[src/rtl/tlpw_pkg.sv]
`timescale 1ns / 1ps
`default_nettype none

package tlpw_pkg;

	localparam int VA_BITS    = 16;
	localparam int PA_BITS    = 14;
	localparam int PAGE_BITS  = 8;
	localparam int PN_BITS    = VA_BITS - PAGE_BITS;
	localparam int L1_BITS    = PN_BITS / 2;
	localparam int L2_BITS    = PN_BITS - L1_BITS;
	localparam int FRAME_BITS = PA_BITS - PAGE_BITS;
	localparam int NUM_L1     = 1 << L1_BITS;
	localparam int NUM_PAGES  = 1 << PN_BITS;
	localparam int NUM_FRAMES = 1 << FRAME_BITS;
	localparam int STATUS_BITS = 2;

	typedef enum logic [STATUS_BITS-1:0] {
		ST_HIT  = 2'd0,
		ST_NEW  = 2'd1,
		ST_FULL = 2'd2
	} walk_status_t;

	typedef struct packed {
		logic capture;
		logic commit;
	} walk_cmd_t;

endpackage

`default_nettype wire

[src/rtl/tlpw_va_if.sv]
`timescale 1ns / 1ps
`default_nettype none

interface tlpw_va_if;
	logic                          valid;
	logic                          ready;
	logic [tlpw_pkg::VA_BITS-1:0]  virtual_address;

	modport source (output valid, output virtual_address, input ready);
	modport sink (input valid, input virtual_address, output ready);
endinterface

`default_nettype wire

[src/rtl/tlpw_res_if.sv]
`timescale 1ns / 1ps
`default_nettype none

interface tlpw_res_if;
	logic                              valid;
	logic                              ready;
	logic [tlpw_pkg::PA_BITS-1:0]      physical_address;
	logic [tlpw_pkg::FRAME_BITS-1:0]   frame_index;
	logic [tlpw_pkg::STATUS_BITS-1:0]  status;
	logic                              new_second_level;

	modport source (
		output valid, output physical_address, output frame_index,
		output status, output new_second_level, input ready
	);
	modport sink (
		input valid, input physical_address, input frame_index,
		input status, input new_second_level, output ready
	);
endinterface

`default_nettype wire

[src/rtl/tlpw_ctrl.sv]
`timescale 1ns / 1ps
`default_nettype none

module tlpw_ctrl (
	input  wire logic               clk,
	input  wire logic               arst_n,
	input  wire logic               req_valid,
	output logic                    req_ready,
	output logic                    rsp_valid,
	input  wire logic               rsp_ready,
	output tlpw_pkg::walk_cmd_t     cmd
);

	typedef enum logic {
		IDLE,
		LOOKUP
	} state_t;

	state_t state_q;
	logic   out_valid_q;
	logic   out_free;

	assign out_free    = !out_valid_q || rsp_ready;
	assign req_ready   = (state_q == IDLE);
	assign rsp_valid   = out_valid_q;
	assign cmd.capture = req_valid && (state_q == IDLE);
	assign cmd.commit  = (state_q == LOOKUP) && out_free;

	always_ff @(posedge clk or negedge arst_n) begin
		if (!arst_n) begin
			state_q     <= IDLE;
			out_valid_q <= 1'b0;
		end else begin
			unique case (state_q)
				IDLE: begin
					if (req_valid) begin
						state_q <= LOOKUP;
					end
				end
				LOOKUP: begin
					if (out_free) begin
						state_q <= IDLE;
					end
				end
				default: begin
					state_q <= IDLE;
				end
			endcase
			if (cmd.commit) begin
				out_valid_q <= 1'b1;
			end else if (rsp_ready) begin
				out_valid_q <= 1'b0;
			end
		end
	end

endmodule

`default_nettype wire

[src/rtl/tlpw_dpath.sv]
`timescale 1ns / 1ps
`default_nettype none

module tlpw_dpath (
	input  wire logic                                 clk,
	input  wire logic                                 arst_n,
	input  wire tlpw_pkg::walk_cmd_t                  cmd,
	input  wire logic [tlpw_pkg::VA_BITS-1:0]         virtual_address,
	output logic [tlpw_pkg::PA_BITS-1:0]              physical_address,
	output logic [tlpw_pkg::FRAME_BITS-1:0]           frame_index,
	output logic [tlpw_pkg::STATUS_BITS-1:0]          status,
	output logic                                      new_second_level
);

	localparam int PAGE_BITS  = tlpw_pkg::PAGE_BITS;
	localparam int PN_BITS    = tlpw_pkg::PN_BITS;
	localparam int L1_BITS    = tlpw_pkg::L1_BITS;
	localparam int L2_BITS    = tlpw_pkg::L2_BITS;
	localparam int FRAME_BITS = tlpw_pkg::FRAME_BITS;
	localparam int PA_BITS    = tlpw_pkg::PA_BITS;

	logic [FRAME_BITS-1:0]          frame_mem [tlpw_pkg::NUM_PAGES];
	logic [tlpw_pkg::NUM_PAGES-1:0] entry_valid_q;
	logic [tlpw_pkg::NUM_L1-1:0]    l1_present_q;
	logic [FRAME_BITS:0]            fill_q;

	logic [PN_BITS-1:0]             page_q;
	logic [PAGE_BITS-1:0]           offset_q;
	logic [FRAME_BITS-1:0]          frame_rd_q;
	logic                           entry_hit_q;

	logic [PN_BITS-1:0]             req_page;
	logic [L1_BITS-1:0]             l1_idx;
	logic                           mem_full;
	logic                           alloc;
	logic [FRAME_BITS-1:0]          frame_sel;
	logic [1:0]                     status_sel;

	logic [PA_BITS-1:0]             pa_q;
	logic [FRAME_BITS-1:0]          frame_q;
	logic [1:0]                     status_q;
	logic                           new_l2_q;

	assign req_page   = virtual_address[PAGE_BITS +: PN_BITS];
	assign l1_idx     = page_q[L2_BITS +: L1_BITS];
	// Frames are never released, so the lowest free frame is the fill count.
	assign mem_full   = fill_q[FRAME_BITS];
	assign alloc      = !entry_hit_q && !mem_full;

	always_comb begin
		if (entry_hit_q) begin
			frame_sel  = frame_rd_q;
			status_sel = tlpw_pkg::ST_HIT;
		end else if (mem_full) begin
			frame_sel  = '0;
			status_sel = tlpw_pkg::ST_FULL;
		end else begin
			frame_sel  = fill_q[FRAME_BITS-1:0];
			status_sel = tlpw_pkg::ST_NEW;
		end
	end

	always_ff @(posedge clk) begin
		if (cmd.commit && alloc) begin
			frame_mem[page_q] <= fill_q[FRAME_BITS-1:0];
		end
		if (cmd.capture) begin
			frame_rd_q  <= frame_mem[req_page];
			entry_hit_q <= entry_valid_q[req_page];
			page_q      <= req_page;
			offset_q    <= virtual_address[PAGE_BITS-1:0];
		end
		if (cmd.commit) begin
			frame_q  <= frame_sel;
			status_q <= status_sel;
			new_l2_q <= !l1_present_q[l1_idx];
			if (mem_full && !entry_hit_q) begin
				pa_q <= '0;
			end else begin
				pa_q <= {frame_sel, offset_q};
			end
		end
	end

	always_ff @(posedge clk or negedge arst_n) begin
		if (!arst_n) begin
			entry_valid_q <= '0;
			l1_present_q  <= '0;
			fill_q        <= '0;
		end else if (cmd.commit) begin
			l1_present_q[l1_idx] <= 1'b1;
			if (alloc) begin
				entry_valid_q[page_q] <= 1'b1;
				fill_q                <= fill_q + 1'b1;
			end
		end
	end

	assign physical_address = pa_q;
	assign frame_index      = frame_q;
	assign status           = status_q;
	assign new_second_level = new_l2_q;

endmodule

`default_nettype wire

[src/rtl/two_level_page_walk_demand_alloc_core.sv]
`timescale 1ns / 1ps
`default_nettype none

// Channel  Modport  Payload
// req      sink     virtual_address (16)
// rsp      source   physical_address (14), frame_index (6), status (2),
//                   new_second_level (1)
//
// For each address, the transfer cycle reads the page table memory, and the
// LOOKUP state then updates the tables and loads the result register.
// The result register holds a finished walk while the next address is taken;
// a walk waits in LOOKUP only while that register is full and rsp.ready is low.
// Reset clears all table valid bits and the frame fill count at once.

module two_level_page_walk_demand_alloc_core (
	input  wire logic  clk,
	input  wire logic  arst_n,
	tlpw_va_if.sink    req,
	tlpw_res_if.source rsp
);

	tlpw_pkg::walk_cmd_t cmd;

	tlpw_ctrl u_ctrl (
		.clk       (clk),
		.arst_n    (arst_n),
		.req_valid (req.valid),
		.req_ready (req.ready),
		.rsp_valid (rsp.valid),
		.rsp_ready (rsp.ready),
		.cmd       (cmd)
	);

	tlpw_dpath u_dpath (
		.clk              (clk),
		.arst_n           (arst_n),
		.cmd              (cmd),
		.virtual_address  (req.virtual_address),
		.physical_address (rsp.physical_address),
		.frame_index      (rsp.frame_index),
		.status           (rsp.status),
		.new_second_level (rsp.new_second_level)
	);

endmodule

`default_nettype wire

[src/flat_wrapper.sv]
// flat-port wrapper written by rule: the top's interface ports become plain ports
module two_level_page_walk_demand_alloc_core_flat 
  (clk, arst_n, req_valid, req_virtual_address, req_ready, rsp_valid, rsp_physical_address, rsp_frame_index, rsp_status, rsp_new_second_level, rsp_ready);
  tlpw_va_if req_i ();
  tlpw_res_if rsp_i ();
  input  wire logic clk;
  input  wire logic arst_n;
  input wire logic [$bits(req_i.valid)-1:0] req_valid;
  input wire logic [$bits(req_i.virtual_address)-1:0] req_virtual_address;
  output wire logic [$bits(req_i.ready)-1:0] req_ready;
  output wire logic [$bits(rsp_i.valid)-1:0] rsp_valid;
  output wire logic [$bits(rsp_i.physical_address)-1:0] rsp_physical_address;
  output wire logic [$bits(rsp_i.frame_index)-1:0] rsp_frame_index;
  output wire logic [$bits(rsp_i.status)-1:0] rsp_status;
  output wire logic [$bits(rsp_i.new_second_level)-1:0] rsp_new_second_level;
  input wire logic [$bits(rsp_i.ready)-1:0] rsp_ready;
  assign req_i.valid = req_valid;
  assign req_i.virtual_address = req_virtual_address;
  assign req_ready = req_i.ready;
  assign rsp_valid = rsp_i.valid;
  assign rsp_physical_address = rsp_i.physical_address;
  assign rsp_frame_index = rsp_i.frame_index;
  assign rsp_status = rsp_i.status;
  assign rsp_new_second_level = rsp_i.new_second_level;
  assign rsp_i.ready = rsp_ready;
  two_level_page_walk_demand_alloc_core u_core (.clk(clk), .arst_n(arst_n), .req(req_i), .rsp(rsp_i));
endmodule
[config.mk]
export PLATFORM = sky130hd
export DESIGN_NAME = two_level_page_walk_demand_alloc_core_flat
export DESIGN_NICKNAME = d
export VERILOG_FILES = /design/src/rtl/tlpw_pkg.sv /design/src/rtl/tlpw_va_if.sv /design/src/rtl/tlpw_res_if.sv /design/src/rtl/tlpw_ctrl.sv /design/src/rtl/tlpw_dpath.sv /design/src/rtl/two_level_page_walk_demand_alloc_core.sv /design/src/flat_wrapper.sv
export SDC_FILE = /design/constraint.sdc
export NUM_CORES = 2
export LEC_CHECK = 0
export ABC_AREA = 1
export BUFFER_PORTS_ARGS = -buffer_cell sky130_fd_sc_hd__clkbuf_2
export CORE_ASPECT_RATIO = 1.75
export CORE_MARGIN = 2
export CORE_UTILIZATION = 38
export DETAILED_ROUTE_END_ITERATION = 6
export GPL_ROUTABILITY_DRIVEN = 0
export PLACE_DENSITY = 0.54
export SYNTH_ARGS = -nofsm -noshare
export SYNTH_HDL_FRONTEND = slang
export SYNTH_SLANG_ARGS = --single-unit
[constraint.sdc]
create_clock -name clk -period 5.1 [get_ports clk]
set_clock_uncertainty 0.2 [all_clocks]
set_input_delay 0.765 -clock clk [delete_from_list [all_inputs] [get_ports clk]]
set_output_delay 0.765 -clock clk [all_outputs]
set_load 0.05 [all_outputs]
=== After elaboration in Yosys (flattened, before gate mapping) ===
Memories as Yosys holds them, arrays and structs flattened. A register that Yosys moved wholly into a read port is not among the register bits.
Cells that the tools add are included.

* Bits in registers: 321
* RAM bits: 1536
* Bits of input ports: 20
* Output and inout bits: 25
* Logic and storage cells: 54
* Memories: 1

{| class="wikitable"
|+ Memories
! memory !! depth !! width !! read ports !! clocked after memory_dff !! write ports !! line !! RTL
|-
| u_core.u_dpath.frame_mem || 256 || 6 || 1 || 1 || 1 || tlpw_dpath.sv:22 || <nowiki>logic [FRAME_BITS-1:0] frame_mem [tlpw_pkg::NUM_PAGES];</nowiki>
|}

* Add/sub/neg operators: 1
* $lt $le $gt $ge: 5
* Multiplexer cells: 18
* Bitwise operators: 3
* Reductions and logical operators: 14

{| class="wikitable"
|+ Operators by type and width
! cell !! number
|-
| $or A256 B256 Y256 || 1
|-
| $lt A8 B9 Y1 const B || 2
|-
| $or A16 B16 Y16 || 1
|-
| $mux W6 || 2
|-
| $mux W1 || 10
|-
| $bmux W1 S8 || 1
|-
| $demux W1 S8 || 1
|-
| $ge A8 B1 Y1 const B || 1
|-
| $add A7 B1 Y7 const B || 1
|-
| $logic_and A1 B1 Y1 || 7
|-
| $lt A4 B5 Y1 const B || 1
|-
| $bmux W1 S4 || 1
|-
| $demux W1 S4 || 1
|-
| $ge A4 B1 Y1 const B || 1
|-
| $logic_not A1 Y1 || 4
|-
| $mux W2 || 1
|-
| $pmux W1 S2 || 1
|-
| $reduce_and A2 Y1 || 1
|-
| $reduce_bool A2 Y1 || 1
|-
| $logic_or A1 B1 Y1 || 1
|-
| $not A1 Y1 || 1
|}

=== Logic depth before layout (Yosys ltp) ===
* Depth in word-level cells: 6
* Depth in mapped cells: 14
* Depth with buffers taken out: 11

=== Modules after synthesis ===
A second synthesis with hierarchy kept.

* Cell total of the unflattened synthesis: 6606
* Area total of the unflattened synthesis: 76061.7 sq um

{| class="wikitable"
|+ By module, submodules not included
! module !! times used !! cells an instance !! area each (sq um) !! sequential area each (sq um)
|-
| tlpw_dpath || 1 || 6595 || 75969.1 || 54487.3
|-
| tlpw_ctrl || 1 || 11 || 92.6 || 50.0
|}

=== Least setup slack after synthesis ===
No wires, ideal clock.

* Kind: reg2reg
* Start: register u_core.u_dpath.fill_q[1]
* End: register u_core.u_dpath.fill_q[6]
* Arrival: 4311 ps
* Setup slack: 479 ps
* Cell stages (with the launch flop): 4
* Period minus slack after synthesis: 4621 ps
* Path through: dfrtp_1 -> ha_1 -> nand4_1 -> o31ai_1

* Cells in the longest elaborated chain, start to end: 1

{| class="wikitable"
|+ RTL lines
! element !! line !! RTL
|-
| start, declared || tlpw_dpath.sv:25 || <nowiki>logic [FRAME_BITS:0] fill_q;</nowiki>
|-
| start signal, assigned || tlpw_dpath.sv:94 || <nowiki>fill_q <= fill_q + 1'b1;</nowiki>
|-
| $add A7 B1 Y7 || tlpw_dpath.sv:94 ||
|}

No other way between the ends.
A chain may end at the register's enable or synchronous reset.

=== Worst setup path in the final report ===
* Start: register u_core.u_dpath.entry_hit_q
* End: memory u_core.u_dpath.frame_mem[34][1] (netlist bit), enable pin

* Cells in the longest elaborated chain, start to end: 5

{| class="wikitable"
|+ RTL lines
! element !! line !! RTL
|-
| start, declared || tlpw_dpath.sv:30 || <nowiki>logic entry_hit_q;</nowiki>
|-
| start signal, assigned || tlpw_dpath.sv:69 || <nowiki>entry_hit_q <= entry_valid_q[req_page];</nowiki>
|-
| $logic_not A1 Y1 || tlpw_dpath.sv:48 || <nowiki>assign alloc = !entry_hit_q && !mem_full;</nowiki>
|-
| $logic_and A1 B1 Y1 || tlpw_dpath.sv:48 ||
|-
| $logic_and A1 B1 Y1 || tlpw_dpath.sv:64 || <nowiki>if (cmd.commit && alloc) begin</nowiki>
|-
| $mux W1 || tlpw_dpath.sv:64 ||
|-
| $mux W1 (not written as such) || tlpw_dpath.sv:65 || <nowiki>frame_mem[page_q] <= fill_q[FRAME_BITS-1:0];</nowiki>
|-
| end, declared || tlpw_dpath.sv:22 ||
|}

No other way between the ends.

==> impl_metrics.json <==
{
  "status": "completed",
  "synth_cell_types": 28,
  "p_leak_uw": 0.0313,
  "worstMarginPinSlew_ps": 1250,
  "synth_seq_cells": 1863,
  "via_per_inst": 5.37,
  "synthesis.area_sq_um": 75800,
  "grt_pass1_vias": 49500,
  "dpl.hpwl_um": 130000,
  "path_delay_family": "simple AND/OR/NAND/NOR gates",
  "design.die.area_sq_um": 203000,
  "numCtsBuffers": 171,
  "vias": 49900,
  "routed_wl_um": 223000,
  "clock_tree.root_cell": "clkbuf_16",
  "fp.dieW_um": 342,
  "synthAdderAreaFrac": 0.000165,
  "dp_slack_ps": 1060,
  "worstPathArrival_ps": 3790,
  "nFillCells": 18200,
  "yosys.area.top_type": "edfxtp_1",
  "syn_inst": 6618,
  "synthSimpleGateAreaFrac": 0.248,
  "hold_path_startpoint": "req_virtual_address[8]",
  "final_cell_mix": "nand2_1 (1949), nand3_1 (1724), edfxtp_1 (1582), nor2_1 (279), dfrtp_1 (275)",
  "grt_max_degree": 174,
  "regArea_sq_um": 54600,
  "yosysWarnings": 0,
  "num_rows": 216,
  "rsz0062_at_grt": "no",
  "clk_latency_ps": 810,
  "crit_chain": "buf_4 -> nor2_8 -> inv_2 -> nor3_4 -> nand2_2 -> nor2_1",
  "syn2layout_area_growth_pct": 12.0,
  "port_buffers": 44,
  "drt_iter0_drc": 4724,
  "drc": 0,
  "clkTransAtPathRegs_ps": 70,
  "final_common_cell": "nand2_1",
  "clock-sinks": 1863,
  "min_path_cells": 1,
  "die_h_um": 595,
  "multi_input_area_sq_um": 19100,
  "tns_ps": 0,
  "synth-compound-area-share": 0.00267,
  "overflow": 0,
  "cellPowerDensity_nw_per_um2": 382,
  "period_minus_slack_ps": 3570,
  "io_pins": 45,
  "slew_violations": 0,
  "peakVddDrop_mv": 0.233,
  "fin_ws_ps": 1530,
  "synth_area_per_cell_sq_um": 11.5,
  "reg2reg_slack_ps": 1530,
  "path_buf_inv": 2,
  "synth_top_family_by_area": "simple AND/OR/NAND/NOR gates",
  "start_util": 0.383,
  "yosysTopAreaCellShare": 0.627,
  "fin_nets": 6559,
  "first_pass_iters": 6,
  "grt_pass1_wl_um": 331000,
  "clockBufferDepth": 4,
  "critPathMaxStageDelay_ps": 890,
  "worstSetupEndpointType": "register",
  "cp_max_fo": 19,
  "crit-reg2reg-capture": "u_core.u_dpath.frame_mem[34][1]",
  "antenna_left": 0,
  "track_usage": 0.217,
  "ys_top_cells_by_area": "edfxtp_1 (63%), nand3_1 (11%), nand2_1 (9.7%), dfrtp_1 (9.3%), buf_2 (2.0%)",
  "r2r_cells": 6,
  "cts_resized": 0,
  "max_slew_margin": 0.168,
  "ys_seq_area_frac": 0.719,
  "crit_path_top_delay_cell": "nor2_1",
  "max_freq_ghz": 0.280,
  "hold_viol": 0,
  "htreeDepth": 4,
  "crit-reg2reg-launch": "u_core.u_dpath.entry_hit_q",
  "muxShareOfSynthArea": 0,
  "setup_viol": 0,
  "period_share": 0.700,
  "drv_cap": 0,
  "syn_nets": 6639,
  "worstSetupPathType": "reg2reg",
  "drive_gt1_frac": 0.105,
  "holdPathEnd": "u_core.u_dpath.page_q[0]",
  "cp.required_ps": 5320,
  "cts_tree": "built",
  "antenna_found_initial": 3,
  "post_drt_wl_per_cell_um": 24.1,
  "synth_xor_area_frac": 0.000578,
  "start_kind": "register",
  "hp-class": "in2reg",
  "fp.coreArea_sq_um": 198000
}
-- per-stage QoR --
stage,hold slack [ps],cells,util,power (uW),cell area (sq um)
2_1_floorplan,222,6618,-,18100,75800
3_3_place_gp,237,8970,0.398,18900,78800
3_5_place_dp,240,8970,0.398,18900,78800
4_1_cts,174,9285,0.428,32700,84900
5_1_grt,203,9286,0.428,33300,84900
6_report,224,9286,0.428,32500,84900
-- cell families (layout without fill, tap and decap cells) --
family / count (synthesis) / count (layout)
adders and majority gates: 1 / 1
AOI/OAI and AO/OA: 32 / 32
xor gates and xnor gates: 5 / 5
other: 0 / 1
and+or+nand+nor: 4235 / 4235
DFF: 1863 / 1863
buffers and inverters: 482 / 533
-- how the worst max path moves through the flow --
stage,to,startpoint,slack (ps),cells after the start
2_1_floorplan,u_core.u_dpath.fill_q[6],u_core.u_dpath.fill_q[1],480,3
3_3_place_gp,u_core.u_dpath.frame_rd_q[4],req_virtual_address[9],1060,13
3_5_place_dp,u_core.u_dpath.frame_rd_q[4],req_virtual_address[9],1060,13
4_1_cts,u_core.u_dpath.frame_mem[158][1],u_core.u_dpath.entry_hit_q,1460,7
5_1_grt,u_core.u_dpath.frame_mem[174][5],u_core.u_dpath.entry_hit_q,1470,7
6_report,u_core.u_dpath.frame_mem[34][1],u_core.u_dpath.entry_hit_q,1530,6
-- state kept, by name, summed over array words and instances, names as in the netlist --
name	flops
u_core.u_dpath.frame_mem	1536
u_core.u_dpath.entry_valid_q	256
u_core.u_dpath.l1_present_q	16
u_core.u_dpath.physical_address	14
u_core.u_dpath.offset_q	8
u_core.u_dpath.page_q	8
u_core.u_dpath.fill_q	7
u_core.u_dpath.frame_index	6
u_core.u_dpath.frame_rd_q	6
u_core.u_dpath.status	2
u_core.u_ctrl.rsp_valid	1
u_core.u_ctrl.state_q	1
u_core.u_dpath.entry_hit_q	1
u_core.u_dpath.new_second_level	1
-- routing by layer --
layer  vias up  wire, um  part of all wire  track usage
li1      22800         -                 -            -
met3       399     11000             0.049       0.0230
met4         2      9800             0.044       0.0896
met2      1638    115000              0.52        0.385
met1     25000     87200              0.39        0.268
met5         -        13          0.000058            0
-- cell usage after synthesis --
cell type	number
clkbuf_1	80
buf_4	6
ha_1	1
inv_4	1
nor2_2	2
o221ai_1	4
or2_2	229
o21ai_0	14
inv_1	48
nor2_1	280
nand3_2	10
nor3_4	1
a22oi_1	4
o31ai_1	1
or2_1	23
nor2_8	1
a21oi_1	5
buf_2	296
buf_1	46
edfxtp_1	1582
clkinv_1	2
dfrtp_1	281
nand3_1	1724
nand2_1	1957
xor2_1	5
nand4_1	8
inv_2	3
a22o_1	4
-- layout make-up --
class,instances,area share
clock buffers,213,0.0554
well taps,2616,0.0386
inverters,54,0.00279
diodes,1,0.0000295
flip-flops and latches,1863,0.643
multi-input cells,4273,0.225
repair buffers,175,0.0205
clock inverters,91,0.0151
-- repair_timing --
item	4_1_cts	5_1_grt
hold buffers	11	0
buffers inserted	0	0
endpoints found under the hold margin	77	0
-- power by group --
| part | switching (uW) | internal [uW] |
|---|---|---|
| clock | 5730 | 8170 |
| sequential | 56.4 | 16400 |
| combinational | 1590 | 469 |
-- worst reg2reg max path, cell delays in order (launching register included) --
cell      delay, ps
edfxtp_1        390
buf_4           210
nor2_8          330
inv_2           160
nor3_4          260
nand2_2         720
nor2_1          900
Power figures use the tool's default switching activity.
